==> src/rtl/core/rpn_pkg.sv <==
// Package for the postfix stack evaluator.
// Holds field widths, token and status codes, sequencer states and divider structs.
// No dependencies.
package rpn_pkg;

    localparam int DATA_W     = 32;
    localparam int MODE_W     = 4;
    localparam int ARG_W      = 7;
    localparam int STATUS_W   = 2;
    localparam int DIV_STEP_W = $clog2(DATA_W);

    typedef enum logic [MODE_W-1:0] {
        MODE_PUSH = 4'd0,
        MODE_ADD  = 4'd1,
        MODE_SUB  = 4'd2,
        MODE_MUL  = 4'd3,
        MODE_DIV  = 4'd4,
        MODE_NEG  = 4'd5,
        MODE_IF   = 4'd6,
        MODE_MIN  = 4'd7,
        MODE_MAX  = 4'd8,
        MODE_END  = 4'd9
    } mode_t;

    typedef enum logic [STATUS_W-1:0] {
        ST_OK    = 2'd0,
        ST_DIV0  = 2'd1,
        ST_EMPTY = 2'd2,
        ST_OVER  = 2'd3
    } status_t;

    typedef enum logic [2:0] {
        S_IDLE,
        S_POP,
        S_EXEC,
        S_DIV,
        S_PUSH,
        S_END
    } state_t;

    typedef struct packed {
        logic              start;
        logic [DATA_W-1:0] dividend;
        logic [DATA_W-1:0] divisor;
    } div_req_t;

    typedef struct packed {
        logic              done;
        logic [DATA_W-1:0] quotient;
    } div_rsp_t;

endpackage

==> src/rtl/core/rpn_tok_if.sv <==
// Token channel: valid/ready handshake carrying one postfix token.
// Depends on rpn_pkg.
interface rpn_tok_if import rpn_pkg::*; ();
    logic                     valid;
    logic                     ready;
    logic [MODE_W-1:0]        mode;
    logic signed [DATA_W-1:0] number;
    logic [ARG_W-1:0]         arg_count;

    modport source (output valid, mode, number, arg_count, input ready);
    modport sink   (input valid, mode, number, arg_count, output ready);
endinterface

==> src/rtl/core/rpn_res_if.sv <==
// Result channel: valid/ready handshake carrying the value and status of an expression.
// Depends on rpn_pkg.
interface rpn_res_if import rpn_pkg::*; ();
    logic                     valid;
    logic                     ready;
    logic signed [DATA_W-1:0] result_value;
    logic [STATUS_W-1:0]      status;

    modport source (output valid, result_value, status, input ready);
    modport sink   (input valid, result_value, status, output ready);
endinterface

==> src/rtl/core/rpn_div.sv <==
// Iterative signed divider, one quotient bit per cycle, truncating toward zero.
// Depends on rpn_pkg.
module rpn_div import rpn_pkg::*;
(
    input  logic     clk,
    input  logic     rst_n,
    input  div_req_t req,
    output div_rsp_t rsp
);

    logic                  busy_reg,  busy_next;
    logic                  done_reg,  done_next;
    logic [DIV_STEP_W-1:0] step_reg,  step_next;
    logic [DATA_W:0]       rem_reg,   rem_next;
    logic [DATA_W-1:0]     quo_reg,   quo_next;
    logic [DATA_W-1:0]     dvs_reg,   dvs_next;
    logic                  neg_reg,   neg_next;
    logic [DATA_W:0]       shifted;
    logic [DATA_W:0]       diff;

    always_ff @(posedge clk or negedge rst_n)
    begin
        if (!rst_n)
        begin
            busy_reg <= 1'b0;
            done_reg <= 1'b0;
        end
        else
        begin
            busy_reg <= busy_next;
            done_reg <= done_next;
        end
    end

    always_ff @(posedge clk)
    begin
        step_reg <= step_next;
        rem_reg  <= rem_next;
        quo_reg  <= quo_next;
        dvs_reg  <= dvs_next;
        neg_reg  <= neg_next;
    end

    always_comb
    begin
        busy_next = busy_reg;
        done_next = 1'b0;
        step_next = step_reg;
        rem_next  = rem_reg;
        quo_next  = quo_reg;
        dvs_next  = dvs_reg;
        neg_next  = neg_reg;
        shifted   = {rem_reg[DATA_W-1:0], quo_reg[DATA_W-1]};
        diff      = shifted - {1'b0, dvs_reg};

        if (req.start)
        begin
            busy_next = 1'b1;
            step_next = DIV_STEP_W'(DATA_W - 1);
            rem_next  = '0;
            quo_next  = req.dividend[DATA_W-1] ? (DATA_W'(0) - req.dividend) : req.dividend;
            dvs_next  = req.divisor[DATA_W-1] ? (DATA_W'(0) - req.divisor) : req.divisor;
            neg_next  = req.dividend[DATA_W-1] ^ req.divisor[DATA_W-1];
        end
        else if (busy_reg)
        begin
            if (!diff[DATA_W])
            begin
                rem_next = diff;
                quo_next = {quo_reg[DATA_W-2:0], 1'b1};
            end
            else
            begin
                rem_next = shifted;
                quo_next = {quo_reg[DATA_W-2:0], 1'b0};
            end
            step_next = step_reg - 1'b1;
            if (step_reg == '0)
            begin
                busy_next = 1'b0;
                done_next = 1'b1;
            end
        end
    end

    assign rsp.done     = done_reg;
    assign rsp.quotient = neg_reg ? (DATA_W'(0) - quo_reg) : quo_reg;

endmodule

==> src/rtl/core/rpn_stack_evaluator.sv <==
// Postfix evaluator: a push writes the stack directly; an operator reads its n values
// one by one (S_POP), computes (S_EXEC) and pushes (S_PUSH); divide runs the iterative
// divider (one bit a cycle). End loads the result register; it waits while one is pending.
// One token at a time; the stack memory port and the sequencer set the rate.
// Reset clears the stack count, error flags and output valid; stack contents stay unset.
module rpn_stack_evaluator import rpn_pkg::*;
#(
    parameter int STACK_DEPTH = 64
)
(
    input  logic       clk,
    input  logic       rst_n,
    rpn_tok_if.sink    tok,
    rpn_res_if.source  res
);

    localparam int ADDR_W = (STACK_DEPTH > 1) ? $clog2(STACK_DEPTH) : 1;
    localparam int CNT_W  = $clog2(STACK_DEPTH + 1);

    logic [DATA_W-1:0] mem [STACK_DEPTH];
    logic [DATA_W-1:0] rd_data_reg;
    logic              rd_en;
    logic [ADDR_W-1:0] raddr;
    logic              we;
    logic [ADDR_W-1:0] waddr;
    logic [DATA_W-1:0] wdata;

    state_t            state_reg,   state_next;
    mode_t             mode_reg,    mode_next;
    logic [CNT_W-1:0]  count_reg,   count_next;
    logic              div_err_reg, div_err_next;
    logic              over_reg,    over_next;
    logic [ARG_W-1:0]  remain_reg,  remain_next;
    logic              pend_reg,    pend_next;
    logic              pzero_reg,   pzero_next;
    logic [1:0]        take_reg,    take_next;
    logic [DATA_W-1:0] op_a_reg,    op_a_next;
    logic [DATA_W-1:0] op_b_reg,    op_b_next;
    logic [DATA_W-1:0] op_c_reg,    op_c_next;
    logic [DATA_W-1:0] result_reg,  result_next;
    logic              out_valid_reg, out_valid_next;
    logic [DATA_W-1:0] out_value_reg, out_value_next;
    status_t           out_status_reg, out_status_next;

    logic [DATA_W-1:0] pop_v;
    logic [CNT_W-1:0]  count_dec;
    logic              full;
    div_req_t          div_req;
    div_rsp_t          div_rsp;

    rpn_div u_div
    (
        .clk   (clk),
        .rst_n (rst_n),
        .req   (div_req),
        .rsp   (div_rsp)
    );

    always_ff @(posedge clk)
    begin
        if (we)
            mem[waddr] <= wdata;
        if (rd_en)
            rd_data_reg <= mem[raddr];
    end

    always_ff @(posedge clk or negedge rst_n)
    begin
        if (!rst_n)
        begin
            state_reg     <= S_IDLE;
            count_reg     <= '0;
            div_err_reg   <= 1'b0;
            over_reg      <= 1'b0;
            pend_reg      <= 1'b0;
            out_valid_reg <= 1'b0;
        end
        else
        begin
            state_reg     <= state_next;
            count_reg     <= count_next;
            div_err_reg   <= div_err_next;
            over_reg      <= over_next;
            pend_reg      <= pend_next;
            out_valid_reg <= out_valid_next;
        end
    end

    always_ff @(posedge clk)
    begin
        mode_reg       <= mode_next;
        remain_reg     <= remain_next;
        pzero_reg      <= pzero_next;
        take_reg       <= take_next;
        op_a_reg       <= op_a_next;
        op_b_reg       <= op_b_next;
        op_c_reg       <= op_c_next;
        result_reg     <= result_next;
        out_value_reg  <= out_value_next;
        out_status_reg <= out_status_next;
    end

    assign count_dec = count_reg - 1'b1;
    assign full      = (count_reg >= CNT_W'(STACK_DEPTH));
    assign pop_v     = pzero_reg ? '0 : rd_data_reg;

    always_comb
    begin
        state_next      = state_reg;
        mode_next       = mode_reg;
        count_next      = count_reg;
        div_err_next    = div_err_reg;
        over_next       = over_reg;
        remain_next     = remain_reg;
        pend_next       = 1'b0;
        pzero_next      = pzero_reg;
        take_next       = take_reg;
        op_a_next       = op_a_reg;
        op_b_next       = op_b_reg;
        op_c_next       = op_c_reg;
        result_next     = result_reg;
        out_valid_next  = out_valid_reg && !res.ready;
        out_value_next  = out_value_reg;
        out_status_next = out_status_reg;
        rd_en           = 1'b0;
        raddr           = count_dec[ADDR_W-1:0];
        we              = 1'b0;
        waddr           = count_reg[ADDR_W-1:0];
        wdata           = tok.number;
        div_req.start    = 1'b0;
        div_req.dividend = op_b_reg;
        div_req.divisor  = op_a_reg;

        case (state_reg)
            S_IDLE:
            begin
                if (tok.valid)
                begin
                    if (tok.mode == MODE_END)
                    begin
                        rd_en      = (count_reg != '0);
                        state_next = S_END;
                    end
                    else if (!div_err_reg)
                    begin
                        mode_next = mode_t'(tok.mode);
                        take_next = 2'd0;
                        case (tok.mode)
                            MODE_PUSH:
                            begin
                                if (full)
                                    over_next = 1'b1;
                                else
                                begin
                                    we         = 1'b1;
                                    count_next = count_reg + 1'b1;
                                end
                            end
                            MODE_ADD, MODE_SUB, MODE_MUL, MODE_DIV:
                            begin
                                remain_next = ARG_W'(2);
                                state_next  = S_POP;
                            end
                            MODE_NEG:
                            begin
                                remain_next = ARG_W'(1);
                                state_next  = S_POP;
                            end
                            MODE_IF:
                            begin
                                remain_next = ARG_W'(3);
                                state_next  = S_POP;
                            end
                            MODE_MIN, MODE_MAX:
                            begin
                                remain_next = (tok.arg_count == '0) ? ARG_W'(1) : tok.arg_count;
                                state_next  = S_POP;
                            end
                            default:
                            begin
                            end
                        endcase
                    end
                end
            end

            S_POP:
            begin
                // consume the value read in the previous cycle
                if (pend_reg)
                begin
                    if (take_reg != 2'd3)
                        take_next = take_reg + 1'b1;
                    if (mode_reg == MODE_MIN || mode_reg == MODE_MAX)
                    begin
                        if (take_reg == 2'd0)
                            op_a_next = pop_v;
                        else if (mode_reg == MODE_MIN && $signed(pop_v) < $signed(op_a_reg))
                            op_a_next = pop_v;
                        else if (mode_reg == MODE_MAX && $signed(op_a_reg) < $signed(pop_v))
                            op_a_next = pop_v;
                    end
                    else
                    begin
                        case (take_reg)
                            2'd0:    op_a_next = pop_v;
                            2'd1:    op_b_next = pop_v;
                            default: op_c_next = pop_v;
                        endcase
                    end
                end
                // issue the next pop
                if (remain_reg != '0)
                begin
                    pend_next   = 1'b1;
                    pzero_next  = (count_reg == '0);
                    remain_next = remain_reg - 1'b1;
                    if (count_reg != '0)
                    begin
                        rd_en      = 1'b1;
                        count_next = count_dec;
                    end
                end
                else if (!pend_reg)
                    state_next = S_EXEC;
            end

            S_EXEC:
            begin
                state_next = S_PUSH;
                case (mode_reg)
                    MODE_ADD: result_next = op_b_reg + op_a_reg;
                    MODE_SUB: result_next = op_b_reg - op_a_reg;
                    MODE_MUL: result_next = op_b_reg * op_a_reg;
                    MODE_NEG: result_next = DATA_W'(0) - op_a_reg;
                    MODE_IF:
                        result_next = (!op_c_reg[DATA_W-1] && op_c_reg != '0) ? op_b_reg : op_a_reg;
                    MODE_MIN, MODE_MAX: result_next = op_a_reg;
                    MODE_DIV:
                    begin
                        if (op_a_reg == '0)
                        begin
                            div_err_next = 1'b1;
                            state_next   = S_IDLE;
                        end
                        else
                        begin
                            div_req.start = 1'b1;
                            state_next    = S_DIV;
                        end
                    end
                    default: state_next = S_IDLE;
                endcase
            end

            S_DIV:
            begin
                if (div_rsp.done)
                begin
                    result_next = div_rsp.quotient;
                    state_next  = S_PUSH;
                end
            end

            S_PUSH:
            begin
                wdata = result_reg;
                if (full)
                    over_next = 1'b1;
                else
                begin
                    we         = 1'b1;
                    count_next = count_reg + 1'b1;
                end
                state_next = S_IDLE;
            end

            S_END:
            begin
                // hold until the result register is free
                if (!out_valid_reg || res.ready)
                begin
                    out_valid_next = 1'b1;
                    out_value_next = '0;
                    if (div_err_reg)
                        out_status_next = ST_DIV0;
                    else if (over_reg)
                        out_status_next = ST_OVER;
                    else if (count_reg == '0)
                        out_status_next = ST_EMPTY;
                    else
                    begin
                        out_status_next = ST_OK;
                        out_value_next  = rd_data_reg;
                    end
                    count_next   = '0;
                    div_err_next = 1'b0;
                    over_next    = 1'b0;
                    state_next   = S_IDLE;
                end
            end

            default: state_next = S_IDLE;
        endcase
    end

    assign tok.ready        = (state_reg == S_IDLE);
    assign res.valid        = out_valid_reg;
    assign res.result_value = out_value_reg;
    assign res.status       = out_status_reg;

endmodule

==> src/flat_wrapper.sv <==
// flat-port wrapper written by rule: the top's interface ports become plain ports
module rpn_stack_evaluator_flat import rpn_pkg::*;
#(
    parameter int STACK_DEPTH = 64
)
  (clk, rst_n, tok_valid, tok_mode, tok_number, tok_arg_count, tok_ready, res_valid, res_result_value, res_status, res_ready);
  rpn_tok_if tok_i ();
  rpn_res_if res_i ();
  input  logic clk;
  input  logic rst_n;
  input wire logic [$bits(tok_i.valid)-1:0] tok_valid;
  input wire logic [$bits(tok_i.mode)-1:0] tok_mode;
  input wire logic [$bits(tok_i.number)-1:0] tok_number;
  input wire logic [$bits(tok_i.arg_count)-1:0] tok_arg_count;
  output wire logic [$bits(tok_i.ready)-1:0] tok_ready;
  output wire logic [$bits(res_i.valid)-1:0] res_valid;
  output wire logic [$bits(res_i.result_value)-1:0] res_result_value;
  output wire logic [$bits(res_i.status)-1:0] res_status;
  input wire logic [$bits(res_i.ready)-1:0] res_ready;
  assign tok_i.valid = tok_valid;
  assign tok_i.mode = tok_mode;
  assign tok_i.number = tok_number;
  assign tok_i.arg_count = tok_arg_count;
  assign tok_ready = tok_i.ready;
  assign res_valid = res_i.valid;
  assign res_result_value = res_i.result_value;
  assign res_status = res_i.status;
  assign res_i.ready = res_ready;
  rpn_stack_evaluator #(.STACK_DEPTH(STACK_DEPTH)) u_core (.clk(clk), .rst_n(rst_n), .tok(tok_i), .res(res_i));
endmodule
==> config.mk <==
export PLATFORM = sky130hd
export DESIGN_NAME = rpn_stack_evaluator_flat
export DESIGN_NICKNAME = d
export VERILOG_FILES = /design/src/rtl/core/rpn_pkg.sv /design/src/rtl/core/rpn_tok_if.sv /design/src/rtl/core/rpn_res_if.sv /design/src/rtl/core/rpn_div.sv /design/src/rtl/core/rpn_stack_evaluator.sv /design/src/flat_wrapper.sv
export SDC_FILE = /design/constraint.sdc
export NUM_CORES = 2
export LEC_CHECK = 0
export ABC_AREA = 1
export BUFFER_PORTS_ARGS = -buffer_cell sky130_fd_sc_hd__buf_2
export CAP_MARGIN = 20
export CORE_MARGIN = 2
export CORE_UTILIZATION = 40
export DETAILED_ROUTE_END_ITERATION = 7
export MAX_ROUTING_LAYER = met4
export PLACE_DENSITY = 0.67
export REMOVE_ABC_BUFFERS = 1
export SLEW_MARGIN = 15
export SYNTH_ARGS = -nofsm -noshare
export SYNTH_HDL_FRONTEND = slang
export SYNTH_SLANG_ARGS = --single-unit
export TNS_END_PERCENT = 20
==> constraint.sdc <==
create_clock -name clk -period 9.15 [get_ports clk]
set_input_delay 1.83 -clock clk [delete_from_list [all_inputs] [get_ports clk]]
set_output_delay 1.83 -clock clk [all_outputs]
set_load 0.1 [all_outputs]
==> results.md <==
- The flow ran to the end, and the final reports show no timing, DRC or antenna violations.
- For the worst flop-to-flop path, the logic depth is 25.
- STA classifies the critical path endpoint as a flop.
- The destination of the worst hold path is u_core.u_div.rem_reg[5]$_SDFFE_PP0P_.
- The number of enable flip-flop cells after synthesis is around 2300.
- The critical path required time is roughly 10000 ps.
- The via count of the first global-routing pass came to between 70000 and 80000.
- The type of the worst min-delay path is flop to flop.
- The CTS root buffer is clkbuf_16.
- The clock insertion delay at the later pin of the skew report is ~900 ps.
- The total I/O pin count is between 80 and 90.
- In the routed layout, each cell is associated on average with a via count of 5.63.
- The most congested layer reported by global routing is met2.
- The maximum achievable frequency is approximately 0.13 GHz.
- The initial DRC count is around 11000.
- The area enclosed by the die boundary is approximately 300000 µm².
- The detail route stage leaves a number of antenna-violating nets equal to 0.
- After detailed routing, the total wire length is 368 mm.
- The number of clock buffers inserted by TritonCTS is about 230.
- Ranked by flip-flop count, first place goes to u_core.mem.
- The number of setup buffers added after CTS is 0.
- Setup repair after global routing left no endpoint under its margin.
- The startpoint identified for the worst register-to-register timing path is u_core.op_a_reg[9]$_DFFE_PP_.
- After synthesis the netlist holds a flip-flop and latch count of 2374.
- For this run, global-route usage on met3 was measured as 0.0435.
- For this run, the number of Yosys warnings is 0.
- The residual DRC count is 0.
- The number of I/O port buffers is 82.
- The library cell used most frequently in the layout, excluding fill and tap cells, is edfxtp_1.
- The worst hold-check slack is roughly 470 ps.
- For this run, global-route usage on met2 was measured as 0.376.
- The placed instance count is between 10000 and 15000.
- Of the synthesized area, sequential elements account for 0.604.
- The clock net sink count is around 2400.
- In the global route stage, met1 resource usage came out at 0.317.
- The number of buffers on the longest clock path is 4.
- For flop-to-flop paths, the worst setup slack is approximately 1200 ps.
- The count of standard-cell rows is approximately 200.
- For this run, the post-layout net count is about 11000.
- The initial standard-cell utilization of the core is 0.403.
- The number of antenna violations at the first check in global routing is 20.
- The worst hold path begins at u_core.u_div.rem_reg[5]$_SDFFE_PP0P_.
- The portion of the clock cycle consumed by the worst path in the final layout is 0.872.
- The final route contains approximately 84000 vias.
- Compared with the post-synthesis result, the final layout area differs by 10.6%.
- The minimum period implied by the final worst setup slack is 7980 ps.
- The pin count of the biggest net entering global routing is 196.
- The number of distinct library cell variants in the gate-level netlist after synthesis is 64.
- The number of gates resized after CTS was 0.
- Of all flip-flops after synthesis, the portion carrying an async set or reset was 0.00674.
- The worst pin sits at a relative slew slack of 0.139.
- The number of H-tree branching levels is 4.
- The routability congestion estimate from global placement is 1.03.
- The cts-stage hold buffer count is 0.
- The most common flop cell mapped by yosys is edfxtp_1.
- The final standard cell count with taps included and fillers excluded is ~15000.
- The placeable core region is about 300000 µm².
- By startpoint and endpoint, the worst setup path is classified as flop to flop.
- For this run the aggregate overflow at the end of global routing stands at 0.
- Data arrives at the worst endpoint at ~8600 ps.
- In the final timing run, aggregate negative setup slack is 0 ps.
- Summed over all nets, the half-perimeter wirelength after detailed placement is 225 mm.
- The count of max-cap constraint violations is 0.
- Setup violations remaining at the end of the flow were counted as 0.
- The post-route clock skew is 121 ps.
- The total global-route track usage is 0.247.
- The register with the most flip-flops in the layout has about 2000 of them.
- The floorplan step set the die width to around 550 µm.
- Synthesis produced around 11000 cells.
- The hold violation total from the final report was 0.
- The worst hold path was traced through 2 stages.
- TritonCTS built the clock tree.
- Of all nets on the critical path, the largest fanout is 24.
- The clock slew seen by the registers of the worst setup and hold paths is 70 ps.
- The routed wirelength normalized by instance count is between 20 and 25 µm.
- The terminus of the critical flop-to-flop path is u_core.result_reg[25]$_DFFE_PP_.
- The first global-routing pass estimated roughly 530 mm of wire.
- After synthesis, the mean cell area works out to 10.8 µm².
- Summing every instance area after synthesis gives between 100000 and 150000 µm².
- The final count of pins violating max slew is 0.
- The first detailed-routing pass ran for 8 iterations.
- The slew of the pin with the lowest slew margin is 1290 ps.
- STA classifies the critical path startpoint as a flop.
- In the final layout, the share of cells above drive strength 1 is 0.0716.
- In the layout the commonest cells are edfxtp_1, nor2_1, o21ai_0.
- From bottom edge to top edge, the die measures ~550 µm.
-- worst max-delay path, cell delays in order, from the launching register on --
cell and delay (ps):
edfxtp_1 1100, nand2_1 180, fa_1 420, inv_1 70, fa_1 440, fa_1 540, inv_1 60, fa_1 490
inv_1 60, fa_1 480, fa_1 570, fa_1 450, fa_1 450, ha_1 450, nand2_1 110, nor2_1 110
inv_1 60, nor3_1 460, nand4_1 270, nand3_1 230, a21o_1 160, a21oi_1 60, o21ai_0 220, nand3_1 130
nand2_1 80, nand2_1 60
-- worst max-delay path by stage --
stage                               startpoint                               end  slack [ps]  depth (start not counted)
2_1_floorplan  u_core.count_reg[0]$_DFFE_PN0P_  u_core.rd_data_reg[25]$_DFFE_PP_      -72300                          8
5_1_grt           u_core.op_a_reg[9]$_DFFE_PP_   u_core.result_reg[25]$_DFFE_PP_         820                         27
3_5_place_dp      u_core.op_a_reg[9]$_DFFE_PP_   u_core.result_reg[25]$_DFFE_PP_        1420                         25
3_3_place_gp      u_core.op_a_reg[9]$_DFFE_PP_   u_core.result_reg[25]$_DFFE_PP_        1410                         27
4_1_cts           u_core.op_a_reg[9]$_DFFE_PP_   u_core.result_reg[25]$_DFFE_PP_        1360                         25
6_report          u_core.op_a_reg[9]$_DFFE_PP_   u_core.result_reg[25]$_DFFE_PP_        1170                         25
-- cell families (layout without fill, tap and decap cells) --
kind of cell,count (synthesis),in the layout,share of synthesized area
xor+xnor,157,157,0.0117
other cells,0,12,0
simple gates,3348,3348,0.112
fa+ha+maj,640,640,0.0944
compound gates,2593,2593,0.121
buf+inv,1736,1815,0.0569
flops,2374,2374,0.604
-- metrics by stage --
step	area, µm²	setup WS (ps)	utilization
floorplan	115000	-72300	-
detailed placement	123000	1420	0.421
finish	130000	1170	0.445
global route	130000	819	0.445
global placement	123000	1410	0.421
CTS	130000	1360	0.445
-- cells in the mapped netlist, drive strengths merged, types with 18 or more instances --
library cell,instances,area (µm²)
edfxtp,2321,69700
nor2,1695,6380
o21ai,1614,8100
nand2,1335,5030
inv,1074,4030
o22ai,668,4180
clkbuf,517,1940
fa,410,8210
ha,230,2880
nand3,183,926
a21oi,173,866
buf,137,662
xor2,111,972
nor3,47,272
xnor2,46,403
dfxtp,37,741
nand4,32,200
nor4,29,196
o211ai,20,155
o221ai,18,158
-- cell type report --
type,instances,area [µm²]
inverter,1082,4100
clock buffer,312,6230
antenna,12,30.0
tap,3900,4880
sequential,2374,70800
timing repair buffer,330,2460
clock inverter,91,728
multi-input combinational,6738,40500
fill,26700,162000
-- routing by layer --
layer / wire, µm / up-vias
met5: 0 / -
met4: 22100 / 0
met3: 37100 / 789
met2: 167000 / 4435
met1: 143000 / 41100
li1: - / 37300
Power is not shown: default switching activity piles up to over one toggle a cycle in this logic, so the estimate is an artifact.
